==> config.mk <==
export PLATFORM = sky130hd
export DESIGN_NAME = descriptor_slot_allocator
export DESIGN_NICKNAME = d
export VERILOG_FILES = /design/src/rtl/core/dsa_pkg.sv /design/src/rtl/core/dsa_ram.sv /design/src/rtl/core/dsa_ctrl.sv /design/src/rtl/core/dsa_dp.sv /design/src/rtl/core/descriptor_slot_allocator.sv
export SDC_FILE = /design/constraint.sdc
export NUM_CORES = 2
export LEC_CHECK = 0
export BUFFER_PORTS_ARGS = -buffer_cell sky130_fd_sc_hd__clkbuf_2
export CORE_MARGIN = 2
export CORE_UTILIZATION = 55
export DETAILED_ROUTE_END_ITERATION = 10
export HOLD_SLACK_MARGIN = 0.12
export PLACE_DENSITY = 0.72
export SKIP_CTS_REPAIR_TIMING = 1
export SKIP_LAST_GASP = 1
export SLEW_MARGIN = 30
export SYNTH_ARGS = -nofsm -noshare
export SYNTH_HDL_FRONTEND = slang
export SYNTH_SLANG_ARGS = --single-unit
==> constraint.sdc <==
create_clock -name clk -period 9.8 [get_ports clk]
set_clock_uncertainty 0.1 [all_clocks]
set_input_delay 0.98 -clock clk [delete_from_list [all_inputs] [get_ports clk]]
set_output_delay 0.98 -clock clk [all_outputs]
set_load 0.01 [all_outputs]
==> src/rtl/core/dsa_pkg.sv <==
// Shared types and constants for the descriptor slot allocator.
// Used by dsa_ctrl, dsa_dp and descriptor_slot_allocator; no dependencies.
`timescale 1ns / 1ps
`default_nettype none

package dsa_pkg;

  localparam int WORD_W      = 32;
  localparam int BIT_W       = 5;
  localparam int ROW_W       = 5;
  localparam int MAX_ROWS    = 32;
  localparam int SLOT_W      = 10;
  localparam int CNT_W       = 11;
  localparam int STRIDE_W    = 16;
  localparam int ADDR_W      = 64;
  localparam int PROD_W      = STRIDE_W + SLOT_W;
  localparam int CFG_IDX_W   = 3;
  localparam int IN_TDATA_W  = 16;
  localparam int OUT_TDATA_W = 168;

  localparam logic [STRIDE_W-1:0] STRIDE_RESET = 16'd32;

  localparam logic [CFG_IDX_W-1:0] CFG_RTV_CPU_BASE = 3'd0;
  localparam logic [CFG_IDX_W-1:0] CFG_DSV_CPU_BASE = 3'd1;
  localparam logic [CFG_IDX_W-1:0] CFG_SRV_CPU_BASE = 3'd2;
  localparam logic [CFG_IDX_W-1:0] CFG_SRV_GPU_BASE = 3'd3;
  localparam logic [CFG_IDX_W-1:0] CFG_RTV_STRIDE   = 3'd4;
  localparam logic [CFG_IDX_W-1:0] CFG_DSV_STRIDE   = 3'd5;
  localparam logic [CFG_IDX_W-1:0] CFG_SRV_STRIDE   = 3'd6;

  typedef enum logic [1:0] {
    CMD_ALLOC   = 2'd0,
    CMD_RELEASE = 2'd1,
    CMD_RESERVE = 2'd2,
    CMD_PEEK    = 2'd3
  } cmd_t;

  typedef enum logic [1:0] {
    POOL_RTV  = 2'd0,
    POOL_DSV  = 2'd1,
    POOL_SRV  = 2'd2,
    POOL_NONE = 2'd3
  } pool_t;

  typedef enum logic [2:0] {
    ST_OK    = 3'd0,
    ST_FULL  = 3'd1,
    ST_RANGE = 3'd2,
    ST_FREE  = 3'd3,
    ST_BUSY  = 3'd4
  } status_t;

  typedef enum logic [2:0] {
    S_IDLE = 3'd0,
    S_ADDR = 3'd1,
    S_EVAL = 3'd2,
    S_MUL  = 3'd3,
    S_DONE = 3'd4
  } state_t;

  typedef struct packed {
    logic load_in;
    logic rd_en;
    logic eval;
    logic mul;
    logic load_out;
  } dp_cmd_t;

  // lowest set bit of a 32-bit word
  function automatic logic [BIT_W-1:0] first_one32(input logic [WORD_W-1:0] v);
    logic [BIT_W-1:0] idx;
    idx = '0;
    for (int i = WORD_W - 1; i >= 0; i--) begin
      if (v[i]) begin
        idx = BIT_W'(i);
      end
    end
    return idx;
  endfunction

endpackage

`default_nettype wire

==> src/rtl/core/dsa_ram.sv <==
// Generic simple dual-port RAM, one write and one registered read port.
// No dependencies.
`timescale 1ns / 1ps
`default_nettype none

module dsa_ram #(
  parameter int WIDTH = 32,
  parameter int DEPTH = 32,
  localparam int AW = (DEPTH > 1) ? $clog2(DEPTH) : 1
) (
  input  wire logic             clk,
  input  wire logic             we,
  input  wire logic [AW-1:0]    waddr,
  input  wire logic [WIDTH-1:0] wdata,
  input  wire logic             re,
  input  wire logic [AW-1:0]    raddr,
  output logic      [WIDTH-1:0] rdata
);

  logic [WIDTH-1:0] mem [DEPTH];

  always_ff @(posedge clk) begin
    if (we) begin
      mem[waddr] <= wdata;
    end
    if (re) begin
      rdata <= mem[raddr];
    end
  end

endmodule

`default_nettype wire

==> src/rtl/core/dsa_ctrl.sv <==
// Sequencing state machine for the descriptor slot allocator.
// Depends on dsa_pkg; drives dsa_dp through a dp_cmd_t bundle.
`timescale 1ns / 1ps
`default_nettype none

module dsa_ctrl (
  input  wire logic             clk,
  input  wire logic             rst_n,
  input  wire logic             in_tvalid,
  output logic                  in_tready,
  output logic                  out_tvalid,
  input  wire logic             out_tready,
  output dsa_pkg::dp_cmd_t      dp_cmd
);

  dsa_pkg::state_t state_r, state_nxt;
  logic            out_valid_r, out_valid_nxt;
  logic            out_free;

  always_ff @(posedge clk) begin
    if (!rst_n) begin
      state_r     <= dsa_pkg::S_IDLE;
      out_valid_r <= 1'b0;
    end else begin
      state_r     <= state_nxt;
      out_valid_r <= out_valid_nxt;
    end
  end

  always_comb begin
    out_free  = !out_valid_r || out_tready;
    state_nxt = state_r;
    in_tready = 1'b0;
    dp_cmd    = '0;
    case (state_r)
      dsa_pkg::S_IDLE: begin
        in_tready = 1'b1;
        if (in_tvalid) begin
          dp_cmd.load_in = 1'b1;
          state_nxt      = dsa_pkg::S_ADDR;
        end
      end
      dsa_pkg::S_ADDR: begin
        dp_cmd.rd_en = 1'b1;
        state_nxt    = dsa_pkg::S_EVAL;
      end
      dsa_pkg::S_EVAL: begin
        dp_cmd.eval = 1'b1;
        state_nxt   = dsa_pkg::S_MUL;
      end
      dsa_pkg::S_MUL: begin
        dp_cmd.mul = 1'b1;
        state_nxt  = dsa_pkg::S_DONE;
      end
      dsa_pkg::S_DONE: begin
        if (out_free) begin
          dp_cmd.load_out = 1'b1;
          in_tready       = 1'b1;
          if (in_tvalid) begin
            dp_cmd.load_in = 1'b1;
            state_nxt      = dsa_pkg::S_ADDR;
          end else begin
            state_nxt = dsa_pkg::S_IDLE;
          end
        end
      end
      default: begin
        state_nxt = dsa_pkg::S_IDLE;
      end
    endcase
    if (dp_cmd.load_out) begin
      out_valid_nxt = 1'b1;
    end else if (out_tready) begin
      out_valid_nxt = 1'b0;
    end else begin
      out_valid_nxt = out_valid_r;
    end
  end

  assign out_tvalid = out_valid_r;

  assert property (@(posedge clk) disable iff (!rst_n)
    (in_tvalid && in_tready) |=> (state_r == dsa_pkg::S_ADDR))
    else $error("accepted word did not start a lookup");

  assert property (@(posedge clk) disable iff (!rst_n)
    dp_cmd.load_out |-> (!out_valid_r || out_tready))
    else $error("result overwrote a pending word");

  assert property (@(posedge clk) disable iff (!rst_n)
    $rose(out_valid_r) |-> ($past(state_r) == dsa_pkg::S_DONE))
    else $error("result raised outside the done step");

  assert property (@(posedge clk) disable iff (!rst_n)
    (state_r == dsa_pkg::S_EVAL) |-> ($past(state_r) == dsa_pkg::S_ADDR))
    else $error("bitmap update without a preceding read");

endmodule

`default_nettype wire

==> src/rtl/core/dsa_dp.sv <==
// Datapath: config registers, bitmap RAM with row valid/full flags, free counters,
// address multiply and result register. Depends on dsa_pkg and dsa_ram.
`timescale 1ns / 1ps
`default_nettype none

module dsa_dp #(
  parameter int RTV_SLOTS = 16,
  parameter int DSV_SLOTS = 8,
  parameter int SRV_SLOTS = 512
) (
  input  wire logic                                 clk,
  input  wire logic                                 rst_n,
  input  wire dsa_pkg::dp_cmd_t                     dp_cmd,
  input  wire logic [dsa_pkg::IN_TDATA_W-1:0]       in_tdata,
  input  wire logic                                 cfg_we,
  input  wire logic [dsa_pkg::CFG_IDX_W-1:0]        cfg_addr,
  input  wire logic [dsa_pkg::ADDR_W-1:0]           cfg_wdata,
  output logic      [dsa_pkg::OUT_TDATA_W-1:0]      out_tdata
);

  localparam int RTV_ROWS = (RTV_SLOTS + dsa_pkg::WORD_W - 1) / dsa_pkg::WORD_W;
  localparam int DSV_ROWS = (DSV_SLOTS + dsa_pkg::WORD_W - 1) / dsa_pkg::WORD_W;
  localparam int SRV_ROWS = (SRV_SLOTS + dsa_pkg::WORD_W - 1) / dsa_pkg::WORD_W;
  localparam int DSV_OFF  = RTV_ROWS;
  localparam int SRV_OFF  = RTV_ROWS + DSV_ROWS;
  localparam int ROWS     = RTV_ROWS + DSV_ROWS + SRV_ROWS;
  localparam int RAW      = (ROWS > 1) ? $clog2(ROWS) : 1;
  localparam int RCW      = dsa_pkg::ROW_W + 1;

  // configuration
  logic [dsa_pkg::ADDR_W-1:0]   rtv_cpu_base_r, dsv_cpu_base_r, srv_cpu_base_r, srv_gpu_base_r;
  logic [dsa_pkg::STRIDE_W-1:0] rtv_stride_r, dsv_stride_r, srv_stride_r;

  // request
  dsa_pkg::cmd_t             cmd_r;
  dsa_pkg::pool_t            pool_r;
  logic [dsa_pkg::SLOT_W-1:0] req_r;

  // bitmap bookkeeping
  logic [ROWS-1:0]           row_valid_r, row_full_r;
  logic [dsa_pkg::CNT_W-1:0] rtv_free_r, dsv_free_r, srv_free_r;

  // lookup stage
  logic [dsa_pkg::CNT_W-1:0]  size_c;
  logic [RCW-1:0]             rows_c;
  logic [RAW-1:0]             off_c;
  logic [dsa_pkg::WORD_W-1:0] nf_c;
  logic [dsa_pkg::ROW_W-1:0]  row_c;
  logic [RAW-1:0]             raddr_c;
  logic                       bad_c;
  dsa_pkg::status_t           err_c;
  logic                       rvalid_c;

  logic [dsa_pkg::ROW_W-1:0]  row_r;
  logic [RAW-1:0]             rowidx_r;
  dsa_pkg::status_t           err_r;
  logic                       rvalid_r;

  // evaluate stage
  logic [dsa_pkg::WORD_W-1:0] ram_q;
  logic [dsa_pkg::WORD_W-1:0] word_c, pad_c, mask_c, new_word_c;
  logic [dsa_pkg::BIT_W-1:0]  bit_c;
  logic                       cur_c, set_c, clr_c, ok_c, inuse_c, we_c;
  dsa_pkg::status_t           status_c;

  dsa_pkg::status_t           status_r;
  logic [dsa_pkg::SLOT_W-1:0] slot_r;
  logic                       ok_r, inuse_r;

  // multiply stage
  logic [dsa_pkg::STRIDE_W-1:0] stride_c;
  logic [dsa_pkg::ADDR_W-1:0]   cpu_base_c;
  logic [dsa_pkg::CNT_W-1:0]    free_c;
  logic [dsa_pkg::PROD_W-1:0]   cpu_prod_r, gpu_prod_r;
  logic [dsa_pkg::ADDR_W-1:0]   cpu_base_q_r;
  logic                         gpu_en_r;
  logic [dsa_pkg::CNT_W-1:0]    free_q_r, used_q_r;

  // result
  logic [dsa_pkg::ADDR_W-1:0]   cpu_addr_c, gpu_addr_c;
  logic [dsa_pkg::OUT_TDATA_W-1:0] out_tdata_r;

  always_ff @(posedge clk) begin
    if (!rst_n) begin
      rtv_cpu_base_r <= '0;
      dsv_cpu_base_r <= '0;
      srv_cpu_base_r <= '0;
      srv_gpu_base_r <= '0;
      rtv_stride_r   <= dsa_pkg::STRIDE_RESET;
      dsv_stride_r   <= dsa_pkg::STRIDE_RESET;
      srv_stride_r   <= dsa_pkg::STRIDE_RESET;
    end else if (cfg_we) begin
      case (cfg_addr)
        dsa_pkg::CFG_RTV_CPU_BASE: rtv_cpu_base_r <= cfg_wdata;
        dsa_pkg::CFG_DSV_CPU_BASE: dsv_cpu_base_r <= cfg_wdata;
        dsa_pkg::CFG_SRV_CPU_BASE: srv_cpu_base_r <= cfg_wdata;
        dsa_pkg::CFG_SRV_GPU_BASE: srv_gpu_base_r <= cfg_wdata;
        dsa_pkg::CFG_RTV_STRIDE:   rtv_stride_r   <= cfg_wdata[dsa_pkg::STRIDE_W-1:0];
        dsa_pkg::CFG_DSV_STRIDE:   dsv_stride_r   <= cfg_wdata[dsa_pkg::STRIDE_W-1:0];
        dsa_pkg::CFG_SRV_STRIDE:   srv_stride_r   <= cfg_wdata[dsa_pkg::STRIDE_W-1:0];
        default: begin
        end
      endcase
    end
  end

  // pool selection
  always_comb begin
    case (pool_r)
      dsa_pkg::POOL_RTV: begin
        size_c     = dsa_pkg::CNT_W'(RTV_SLOTS);
        rows_c     = RCW'(RTV_ROWS);
        off_c      = '0;
        stride_c   = rtv_stride_r;
        cpu_base_c = rtv_cpu_base_r;
        free_c     = rtv_free_r;
      end
      dsa_pkg::POOL_DSV: begin
        size_c     = dsa_pkg::CNT_W'(DSV_SLOTS);
        rows_c     = RCW'(DSV_ROWS);
        off_c      = RAW'(DSV_OFF);
        stride_c   = dsv_stride_r;
        cpu_base_c = dsv_cpu_base_r;
        free_c     = dsv_free_r;
      end
      dsa_pkg::POOL_SRV: begin
        size_c     = dsa_pkg::CNT_W'(SRV_SLOTS);
        rows_c     = RCW'(SRV_ROWS);
        off_c      = RAW'(SRV_OFF);
        stride_c   = srv_stride_r;
        cpu_base_c = srv_cpu_base_r;
        free_c     = srv_free_r;
      end
      default: begin
        size_c     = '0;
        rows_c     = '0;
        off_c      = '0;
        stride_c   = '0;
        cpu_base_c = '0;
        free_c     = '0;
      end
    endcase
  end

  // lookup: first row with a free slot for alloc, else the requested row; range check
  always_comb begin
    for (int r = 0; r < dsa_pkg::MAX_ROWS; r++) begin
      nf_c[r] = (RCW'(r) < rows_c) && !row_full_r[off_c + RAW'(r)];
    end
    row_c   = (cmd_r == dsa_pkg::CMD_ALLOC) ? dsa_pkg::first_one32(nf_c)
                                            : req_r[dsa_pkg::SLOT_W-1:dsa_pkg::BIT_W];
    raddr_c = off_c + RAW'(row_c);
    bad_c   = (pool_r == dsa_pkg::POOL_NONE) ||
              ((cmd_r != dsa_pkg::CMD_ALLOC) && ({1'b0, req_r} >= size_c));
    if (bad_c) begin
      err_c = dsa_pkg::ST_RANGE;
    end else if ((cmd_r == dsa_pkg::CMD_ALLOC) && !(|nf_c)) begin
      err_c = dsa_pkg::ST_FULL;
    end else begin
      err_c = dsa_pkg::ST_OK;
    end
    rvalid_c = !bad_c && row_valid_r[raddr_c];
  end

  always_ff @(posedge clk) begin
    if (dp_cmd.load_in) begin
      cmd_r  <= dsa_pkg::cmd_t'(in_tdata[1:0]);
      pool_r <= dsa_pkg::pool_t'(in_tdata[3:2]);
      req_r  <= in_tdata[13:4];
    end
    if (dp_cmd.rd_en) begin
      row_r    <= row_c;
      rowidx_r <= raddr_c;
      err_r    <= err_c;
      rvalid_r <= rvalid_c;
    end
  end

  dsa_ram #(
    .WIDTH(dsa_pkg::WORD_W),
    .DEPTH(ROWS)
  ) u_bitmap (
    .clk  (clk),
    .we   (we_c),
    .waddr(rowidx_r),
    .wdata(new_word_c),
    .re   (dp_cmd.rd_en),
    .raddr(raddr_c),
    .rdata(ram_q)
  );

  // evaluate: pick one bit of the row; alloc, release and reserve may modify it
  always_comb begin
    word_c = rvalid_r ? ram_q : '0;
    for (int b = 0; b < dsa_pkg::WORD_W; b++) begin
      pad_c[b] = {1'b0, row_r, dsa_pkg::BIT_W'(b)} >= size_c;
    end
    bit_c   = (cmd_r == dsa_pkg::CMD_ALLOC) ? dsa_pkg::first_one32(~(word_c | pad_c))
                                            : req_r[dsa_pkg::BIT_W-1:0];
    mask_c  = dsa_pkg::WORD_W'(1) << bit_c;
    cur_c   = word_c[bit_c];
    set_c   = 1'b0;
    clr_c   = 1'b0;
    ok_c    = 1'b0;
    inuse_c = 1'b0;
    status_c = err_r;
    if (err_r == dsa_pkg::ST_OK) begin
      case (cmd_r)
        dsa_pkg::CMD_ALLOC: begin
          set_c   = 1'b1;
          ok_c    = 1'b1;
          inuse_c = 1'b1;
        end
        dsa_pkg::CMD_RELEASE: begin
          if (!cur_c) begin
            status_c = dsa_pkg::ST_FREE;
          end else begin
            clr_c = 1'b1;
            ok_c  = 1'b1;
          end
        end
        dsa_pkg::CMD_RESERVE: begin
          inuse_c = 1'b1;
          if (cur_c) begin
            status_c = dsa_pkg::ST_BUSY;
          end else begin
            set_c = 1'b1;
            ok_c  = 1'b1;
          end
        end
        dsa_pkg::CMD_PEEK: begin
          ok_c    = 1'b1;
          inuse_c = cur_c;
        end
        default: begin
        end
      endcase
    end
    new_word_c = set_c ? (word_c | mask_c) : (word_c & ~mask_c);
    we_c       = dp_cmd.eval && (set_c || clr_c);
  end

  always_ff @(posedge clk) begin
    if (!rst_n) begin
      row_valid_r <= '0;
      row_full_r  <= '0;
      rtv_free_r  <= dsa_pkg::CNT_W'(RTV_SLOTS);
      dsv_free_r  <= dsa_pkg::CNT_W'(DSV_SLOTS);
      srv_free_r  <= dsa_pkg::CNT_W'(SRV_SLOTS);
    end else if (we_c) begin
      row_valid_r[rowidx_r] <= 1'b1;
      row_full_r[rowidx_r]  <= &(new_word_c | pad_c);
      case (pool_r)
        dsa_pkg::POOL_RTV: rtv_free_r <= set_c ? rtv_free_r - 1'b1 : rtv_free_r + 1'b1;
        dsa_pkg::POOL_DSV: dsv_free_r <= set_c ? dsv_free_r - 1'b1 : dsv_free_r + 1'b1;
        dsa_pkg::POOL_SRV: srv_free_r <= set_c ? srv_free_r - 1'b1 : srv_free_r + 1'b1;
        default: begin
        end
      endcase
    end
  end

  always_ff @(posedge clk) begin
    if (dp_cmd.eval) begin
      status_r <= status_c;
      slot_r   <= ok_c ? {row_r, bit_c} : '0;
      ok_r     <= ok_c;
      inuse_r  <= inuse_c;
    end
    if (dp_cmd.mul) begin
      cpu_prod_r   <= {{dsa_pkg::SLOT_W{1'b0}}, stride_c} *
                      {{dsa_pkg::STRIDE_W{1'b0}}, slot_r};
      gpu_prod_r   <= {{dsa_pkg::SLOT_W{1'b0}}, srv_stride_r} *
                      {{dsa_pkg::STRIDE_W{1'b0}}, slot_r};
      cpu_base_q_r <= cpu_base_c;
      gpu_en_r     <= ok_r && (pool_r == dsa_pkg::POOL_SRV);
      free_q_r     <= free_c;
      used_q_r     <= size_c - free_c;
    end
  end

  // result: base add and pack
  assign cpu_addr_c = ok_r ? cpu_base_q_r + dsa_pkg::ADDR_W'(cpu_prod_r) : '0;
  assign gpu_addr_c = gpu_en_r ? srv_gpu_base_r + dsa_pkg::ADDR_W'(gpu_prod_r) : '0;

  always_ff @(posedge clk) begin
    if (dp_cmd.load_out) begin
      out_tdata_r <= {4'b0, used_q_r, free_q_r, inuse_r, gpu_addr_c, cpu_addr_c,
                      slot_r, status_r};
    end
  end

  assign out_tdata = out_tdata_r;

endmodule

`default_nettype wire

==> src/rtl/core/descriptor_slot_allocator.sv <==
// An accepted input word steps through the address, evaluate, multiply and done states;
// out_tvalid rises once the result is loaded, which waits while a result is pending.
// Words are taken one at a time: row lookup, bitmap RAM read, bit update, multiply, base add.
// Reset: synchronous active-low; all slots free via per-row valid flags (no clearing
// pass), bases 0, strides 32. Depends on dsa_pkg, dsa_ctrl, dsa_dp, dsa_ram.
`timescale 1ns / 1ps
`default_nettype none

module descriptor_slot_allocator #(
  parameter int RTV_SLOTS = 16,
  parameter int DSV_SLOTS = 8,
  parameter int SRV_SLOTS = 512
) (
  input  wire logic                               clk,
  input  wire logic                               rst_n,
  input  wire logic                               in_tvalid,
  output logic                                    in_tready,
  // cmd[1:0], pool_select[3:2], req_slot[13:4], zero[15:14]
  input  wire logic [dsa_pkg::IN_TDATA_W-1:0]     in_tdata,
  output logic                                    out_tvalid,
  input  wire logic                               out_tready,
  // status[2:0], granted_slot[12:3], cpu_address[76:13], gpu_address[140:77],
  // slot_in_use[141], free_count[152:142], used_count[163:153], zero[167:164]
  output logic      [dsa_pkg::OUT_TDATA_W-1:0]    out_tdata,
  input  wire logic                               cfg_we,
  input  wire logic [dsa_pkg::CFG_IDX_W-1:0]      cfg_addr,
  input  wire logic [dsa_pkg::ADDR_W-1:0]         cfg_wdata
);

  dsa_pkg::dp_cmd_t dp_cmd;

  dsa_ctrl u_ctrl (
    .clk       (clk),
    .rst_n     (rst_n),
    .in_tvalid (in_tvalid),
    .in_tready (in_tready),
    .out_tvalid(out_tvalid),
    .out_tready(out_tready),
    .dp_cmd    (dp_cmd)
  );

  dsa_dp #(
    .RTV_SLOTS(RTV_SLOTS),
    .DSV_SLOTS(DSV_SLOTS),
    .SRV_SLOTS(SRV_SLOTS)
  ) u_dp (
    .clk      (clk),
    .rst_n    (rst_n),
    .dp_cmd   (dp_cmd),
    .in_tdata (in_tdata),
    .cfg_we   (cfg_we),
    .cfg_addr (cfg_addr),
    .cfg_wdata(cfg_wdata),
    .out_tdata(out_tdata)
  );

endmodule

`default_nettype wire
# --- Yosys cells after proc, flatten, opt, wreduce, memory -nomap -nowiden ---
# Memories as Yosys holds them, arrays and structs flattened. A register that Yosys moved wholly into a read port is not among the register bits.
# Index checks and enable logic that the tools add are counted.
op_classes:
  add_sub_neg: 41
  mul: 2
  order_cmp: 101
  eq_ne: 18
  shift: 1
  n_mux: 179
  bitwise: 7
  reduce_logical: 99
op_table:
  columns: ["op", "count"]
  rows:
  - ["greater-or-equal comparator 10 bit", 33]
  - ["2-to-1 mux 5 bit", 66]
  - ["less-than comparator 5 x 6 -> 1 bit, second input constant", 34]
  - ["case mux 64 bit (3 select lines)", 1]
  - ["binary-select mux 1 bit (select 5 bit)", 34]
  - ["adder 64 x 26 -> 64 bit", 2]
  - ["bitwise OR 32 bit", 3]
  - ["less-than comparator 5 bit, first input constant", 16]
  - ["2-to-1 mux 32 bit", 2]
  - ["inverter 32 bit", 2]
  - ["2-to-1 mux 1 bit", 54]
  - ["multiplier 16 x 10 -> 26 bit", 2]
  - ["case mux 16 bit (3 select lines)", 1]
  - ["adder 2 x 4 -> 5 bit, second input constant", 8]
  - ["adder 2 x 5 -> 5 bit, second input constant", 8]
  - ["less-than comparator 4 x 5 -> 1 bit, first input constant", 8]
  - ["logical AND 1 bit", 38]
  - ["logical NOT 1 bit", 35]
  - ["adder 11 x 1 -> 11 bit, second input constant", 3]
  - ["2-to-1 mux 11 bit", 3]
  - ["case mux 11 bit (3 select lines)", 1]
  - ["subtractor 11 x 1 -> 11 bit, second input constant", 3]
  - ["AND 32 bit", 1]
  - ["AND reduction 32 bit", 1]
  - ["other kinds (40)", 89]
word_totals:
  ff_bits: 723
  ramBits: 576
  input_bits: 88
  out_inout_bits: 170
  wordCells: 483
  memories: 1
mem_list:
  columns: ["memory", "words", "word_bits", "read_ports", "rd_clocked_by_memory_dff", "write_ports", "line_no", "text"]
  rows:
  - ["u_dp.u_bitmap.mem", 18, 32, 1, 1, 1, "dsa_ram.sv:20", "logic [WIDTH-1:0] mem [DEPTH];"]

# --- Depth between registers and ports, before layout ---
logic_depth:
  word_depth: 47
  depth_mapped: 35
  mapped_depth_nobuf: 29

# --- Modules after synthesis ---
# From an unflattened synthesis, not the netlist that was laid out.
unflattened:
  cells_unflattened: 5703
  hier_area_um2: 67355.8
modules_own_cells:
  columns: ["module", "n_inst", "cells_per_inst", "area_per_inst_um2"]
  rows:
  - ["dsa_dp", 1, 4628, 44122.3]
  - ["dsa_ram", 1, 1055, 23025.8]
  - ["dsa_ctrl", 1, 20, 207.7]

# --- Least setup slack after synthesis ---
# No wires, ideal clock.
synth_timing:
  path_type: "input to register"
  startpoint: "in out_tready"
  endpoint: "reg u_dp.out_tdata_r, in the netlist u_dp.out_tdata[0] (enable)"
  setup_time_ps: 707
  t_arrival_ps: 8257
  required_time_ps: 8993
  slack_ps: 736
  path_stages: 2
  n_path_buf: 0
  path_cell_list: "nor2b_1 > nor2b_1"
synth_rtl:
  columns: ["item", "line_no", "text"]
  rows:
  - ["start: declaration", "descriptor_slot_allocator.sv:21", "input wire logic out_tready,"]
  - ["end signal: assignment", "dsa_dp.sv:288", "out_tdata_r <= {4'b0, used_q_r, free_q_r, inuse_r, gpu_addr_c, cpu_addr_c,"]
  - ["end: declaration", "dsa_dp.sv:81", "logic [dsa_pkg::OUT_TDATA_W-1:0] out_tdata_r;"]

# --- Worst setup path after layout ---
layout_timing:
  startpoint: "reg u_dp.pool_r[0]"
  endpoint: "reg u_dp.dsv_free_r[10] (netlist bit)"
layout_via:
  elab_chain_cells: 46
  word_cells_on_any_way: 83
  cone_classes: "order compare (32); eq/ne (2); mux (43); bitwise (2); reduce/logical (4)"
layout_lines:
  columns: ["item", "line_no", "text"]
  rows:
  - ["start: declaration", "dsa_dp.sv:36", "dsa_pkg::pool_t pool_r;"]
  - ["start signal: assignment", "dsa_dp.sv:168", "pool_r <= dsa_pkg::pool_t'(in_tdata[3:2]);"]
  - ["== test 2 bit (tied with other cells)", "dsa_dp.sv:109", "case (pool_r)"]
  - ["case mux 10 bit (3 select lines)", "dsa_dp.sv:109", null]
  - ["greater-or-equal comparator 10 bit", "dsa_dp.sv:196", "pad_c[b] = {1'b0, row_r, dsa_pkg::BIT_W'(b)} >= size_c;"]
  - ["bitwise OR 32 bit", "dsa_dp.sv:198", "bit_c = (cmd_r == dsa_pkg::CMD_ALLOC) ? dsa_pkg::first_one32(~(word_c | pad_c))"]
  - ["inverter 32 bit", "dsa_dp.sv:198", null]
  - ["2-to-1 mux 5 bit (32 in a row)", "dsa_pkg.sv:74", "if (v[i]) begin"]
  - ["2-to-1 mux 5 bit", "dsa_dp.sv:198", null]
  - ["binary-select mux 1 bit (select 5 bit)", "dsa_dp.sv:201", "cur_c = word_c[bit_c];"]
  - ["2-to-1 mux 1 bit (implied by the code)", "dsa_dp.sv:201", null]
  - ["2-to-1 mux 1 bit (on tied branches)", "dsa_dp.sv:224, dsa_dp.sv:215", null]
  - ["case mux 1 bit (2 select lines) / 2-to-1 mux 1 bit (equally long branches)", "dsa_dp.sv:208", "case (cmd_r)"]
  - ["2-to-1 mux 1 bit", "dsa_dp.sv:207", "if (err_r == dsa_pkg::ST_OK) begin"]
  - ["logical OR 1 bit", "dsa_dp.sv:240", "we_c = dp_cmd.eval && (set_c || clr_c);"]
  - ["logical AND 1 bit", "dsa_dp.sv:240", null]
  - ["AND reduction 2 bit (no line)", null, null]
  - ["end signal: assignment", "dsa_dp.sv:248", "dsv_free_r <= dsa_pkg::CNT_W'(DSV_SLOTS);"]
  - ["end signal: assignment", "dsa_dp.sv:255", "dsa_pkg::POOL_DSV: dsv_free_r <= set_c ? dsv_free_r - 1'b1 : dsv_free_r + 1'b1;"]
  - ["end: declaration", "dsa_dp.sv:41", "logic [dsa_pkg::CNT_W-1:0] rtv_free_r, dsv_free_r, srv_free_r;"]
# Several ways; a longest one is shown, not always the timed one. The select of a mux whose other input is x is not followed.
# A chain may end at the register's enable or synchronous reset.

==> impl_metrics.py <==
metrics = {
    "route": {
        "drt_pass1_iterations": 6,
        "route.detailed.drc": 0,
        "initialDrtViolationCount": 4474,
        "drtAntennaViolNets": 0,
        "viasPerCell": 5.971,
        "wirelength_um": 176300,
        "vias": 45024,
        "wire_per_inst_um": 23.38,
    },
    "sta": {
        "hold_viol_final": 0,
        "period_share_pct": 90.34,
        "fmax_mhz": 113.0,
        "max-slew-margin-rel_pct": 35.53,
        "slew_viol_final": 0,
        "setup_tns_ns": 0,
        "worst_slew_pin_slew_ns": 0.9671,
        "fin_ws_ns": 0.9470,
        "grt_setup_unrepaired": "false",
        "finalSetupViolCount": 0,
        "period_minus_slack_ns": 8.853,
    },
    "yosys": {
        "synth-edff-count": 951,
        "synth_cell_types": 94,
        "seq_area_frac_synth_pct": 53.65,
        "synth_area_leaders": "edfxtp_1, dfxtp_1, fa_1",
        "synth_area_sq_mm": 0.06729,
        "syn_area_per_cell_sq_um": 12.02,
        "yosysWarnings": 0,
        "synth_ff_type": "edfxtp_1",
        "ys_ff_latch": 1328,
        "synth_cells": 5600,
        "async_flop_share_pct": 0,
        "yosysTopAreaCell": "edfxtp_1",
        "synth_top_area_share_pct": 42.44,
    },
    "power": {
        "total_power_uw": 13050,
        "p_per_area_mw_per_mm2": 173.7,
        "vdd_drop_max_v": 0.0001954,
        "p_leak_uw": 0.02824,
    },
    "placement": {
        "dp_cells": 7291,
        "dp_worst_setup_slack_ns": 1.046,
        "gp_congestion": 0.9586,
        "io_buffers": 251,
        "place_hpwl_um": 114300,
    },
    "floorplanning": {
        "dieArea_sq_mm": 0.1252,
        "die_h_um": 353.8,
        "core_area_sq_mm": 0.1216,
        "io_pins": 258,
        "die_w_um": 353.8,
        "row_count": 128,
        "start_util_pct": 55.36,
    },
    "clock_tree": {
        "clk_root_buffer_cell": "clkbuf_16",
        "cts_sinks": 1328,
        "insertion_delay_ns": 0.79,
        "cts_tree": "yes",
        "cts_buffer_depth": 3,
        "h-tree-depth": 4,
        "clk_pin_slew_ns": 0.06,
        "numCtsBuffers": 138,
    },
    "global_route": {
        "grt_max_degree": 111,
        "grt_pass1_vias": 44814,
        "antenna_found_initial": 10,
        "track_usage_pct": 28.26,
        "gr-total-overflow": 0,
        "grt_pass1_wl_um": 269600,
    },
    "job": {
        "max_cap_violations": 0,
    },
    "critical_path": {
        "arrival_ns": 9.44,
        "critPathMaxFanout": 15,
        "cp_slowest_cell": "or4b_1",
        "critPathRequiredTime_ns": 10.39,
        "slowest_delay_ns": 0.65,
        "endpoint_kind": "flop",
        "critPathBufInv": 4,
        "crit_family": "compound AO/OA/AOI/OAI gates",
        "r2r_cells": 29,
        "path_depth": 29,
        "worstSetupPathType": "flop to flop",
        "worst_setup_path_start_kind": "flop",
    },
    "layout": {
        "finish.utilization_pct": 61.80,
        "regArea_sq_mm": 0.03610,
        "multi_input_area_sq_mm": 0.02931,
        "nets": 6344,
        "area_delta_synth_final_pct": 11.63,
        "final_cells": 7541,
        "drive_gt1_share_pct": 14.19,
        "n_fill_cell": 9346,
    },
    "worst_hold_path": {
        "min_path_cells": 1,
        "min_path_type": "input pin to flop",
    },
    "outcome": {
        "status": "finished, final reports clean",
    },
}
==> routing by layer <==
| layer | routed length (um) | track usage [%] |
|---|---|---|
| met5 | 80 | 0 |
| met4 | 7782 | 12.05 |
| met3 | 12910 | 4.649 |
| met2 | 84630 | 46.34 |
| met1 | 70890 | 37.46 |
==> cell type report <==
class	count	share of cell area, %
sequential	1328	48.06
clock buffer	173	4.867
tap	1625	2.707
clock inverter	74	1.018
multi-input combinational	3698	39.01
antenna	3	0.009994
timing repair buffer	367	2.958
inverter	273	1.364
==> kinds of logic (layout without fill, tap and decap cells) <==
kind of cell	Yosys count	after routing	synth area share, %
mux	247	247	6.956
buf+inv	577	887	3.306
compound gates	903	903	9.791
fa+ha+maj	450	450	10.89
flops	1328	1328	53.65
other cells	1	7	0.005573
xor+xnor	195	195	2.538
simple gates	1899	1899	12.86
==> worst paths after layout <==
path | end | slack, ns | startpoint
worst max register to register | u_dp.dsv_free_r[10]$_SDFFE_PN0P_ | 0.95 | u_dp.pool_r[0]$_DFFE_PP_
worst min-delay path | u_dp.req_r[6]$_DFFE_PP_ | 0.28 | in_tdata[10]
worst min register to register | u_dp.out_tdata[141]$_DFFE_PP_ | 0.31 | u_dp.inuse_r$_SDFFCE_PP0P_
worst max-delay path | u_dp.dsv_free_r[10]$_SDFFE_PN0P_ | 0.95 | u_dp.pool_r[0]$_DFFE_PP_
==> power by group <==
part           internal [uW]  leakage [uW]  switching [uW]
sequential              6150        0.0118            98.5
combinational            655        0.0143             985
clock                   2940       0.00214            2220
total                   9740        0.0282            3310
==> placed cells by master (no fill, tap or decap), types with 30 or more instances in the layout <==
master	instances
edfxtp_1	951
o21a_1	38
nor2b_1	44
a21boi_0	330
and3_1	41
inv_1	273
clkbuf_16	139
xor2_1	45
fa_1	225
dfxtp_1	377
mux2i_1	48
nand3_1	88
mux4_2	173
a21o_1	40
nand2b_1	33
nand2_1	1023
a21oi_1	146
nor2_1	227
and2_1	284
buf_4	109
a222oi_1	88
xnor2_1	147
clkbuf_2	250
ha_1	219
o21ai_0	74
nor3_1	30
==> registers in the layout, indices dropped and copies added (netlist names), 16 cells and up <==
name and flops:
u_dp.dsv_cpu_base_r 64, u_dp.rtv_cpu_base_r 64, u_dp.rtv_stride_r 16, u_dp.srv_cpu_base_r 64, u_dp.cpu_prod_r 26, u_dp.dsv_stride_r 16, u_dp.srv_gpu_base_r 64, u_dp.u_bitmap.rdata 32
u_dp.out_tdata 163, u_dp.row_valid_r 18, u_dp.cpu_base_q_r 64, u_dp.u_bitmap.mem 576, u_dp.gpu_prod_r 26, u_dp.row_full_r 18, u_dp.srv_stride_r 16
==> worst register-to-register path: cells and delay by family, from the launching register on <==
| kind | cells | cell delay (ns) |
|---|---|---|
| AOI/OAI and AO/OA | 14 | 3.58 |
| and+or+nand+nor | 5 | 1.68 |
| adders and majority gates | 3 | 1.41 |
| buffers and inverters | 4 | 0.98 |
| DFF | 1 | 0.52 |
| muxes | 2 | 0.40 |
| xor gates and xnor gates | 1 | 0.09 |
==> through the flow <==
stage / hold slack, ns / cell area, sq um
5_1_grt: 0.2477 / 75110
3_5_place_dp: 0.3045 / 70670
6_report: 0.2823 / 75120
3_3_place_gp: 0.3043 / 70620
4_1_cts: 0.2304 / 75090
2_1_floorplan: 0.3003 / 67300
==> Yosys cell counts, types with 90 or more instances <==
| library cell | number |
|---|---|
| nand3_1 | 90 |
| dfxtp_1 | 377 |
| nand2_1 | 1025 |
| mux4_2 | 173 |
| and2_1 | 286 |
| clkbuf_1 | 270 |
| edfxtp_1 | 951 |
| inv_1 | 273 |
| a21oi_1 | 146 |
| nor2_1 | 238 |
| xnor2_1 | 149 |
| fa_1 | 226 |
| ha_1 | 224 |
| a21boi_0 | 330 |
No activity file was read; power rests on OpenSTA's default activity.
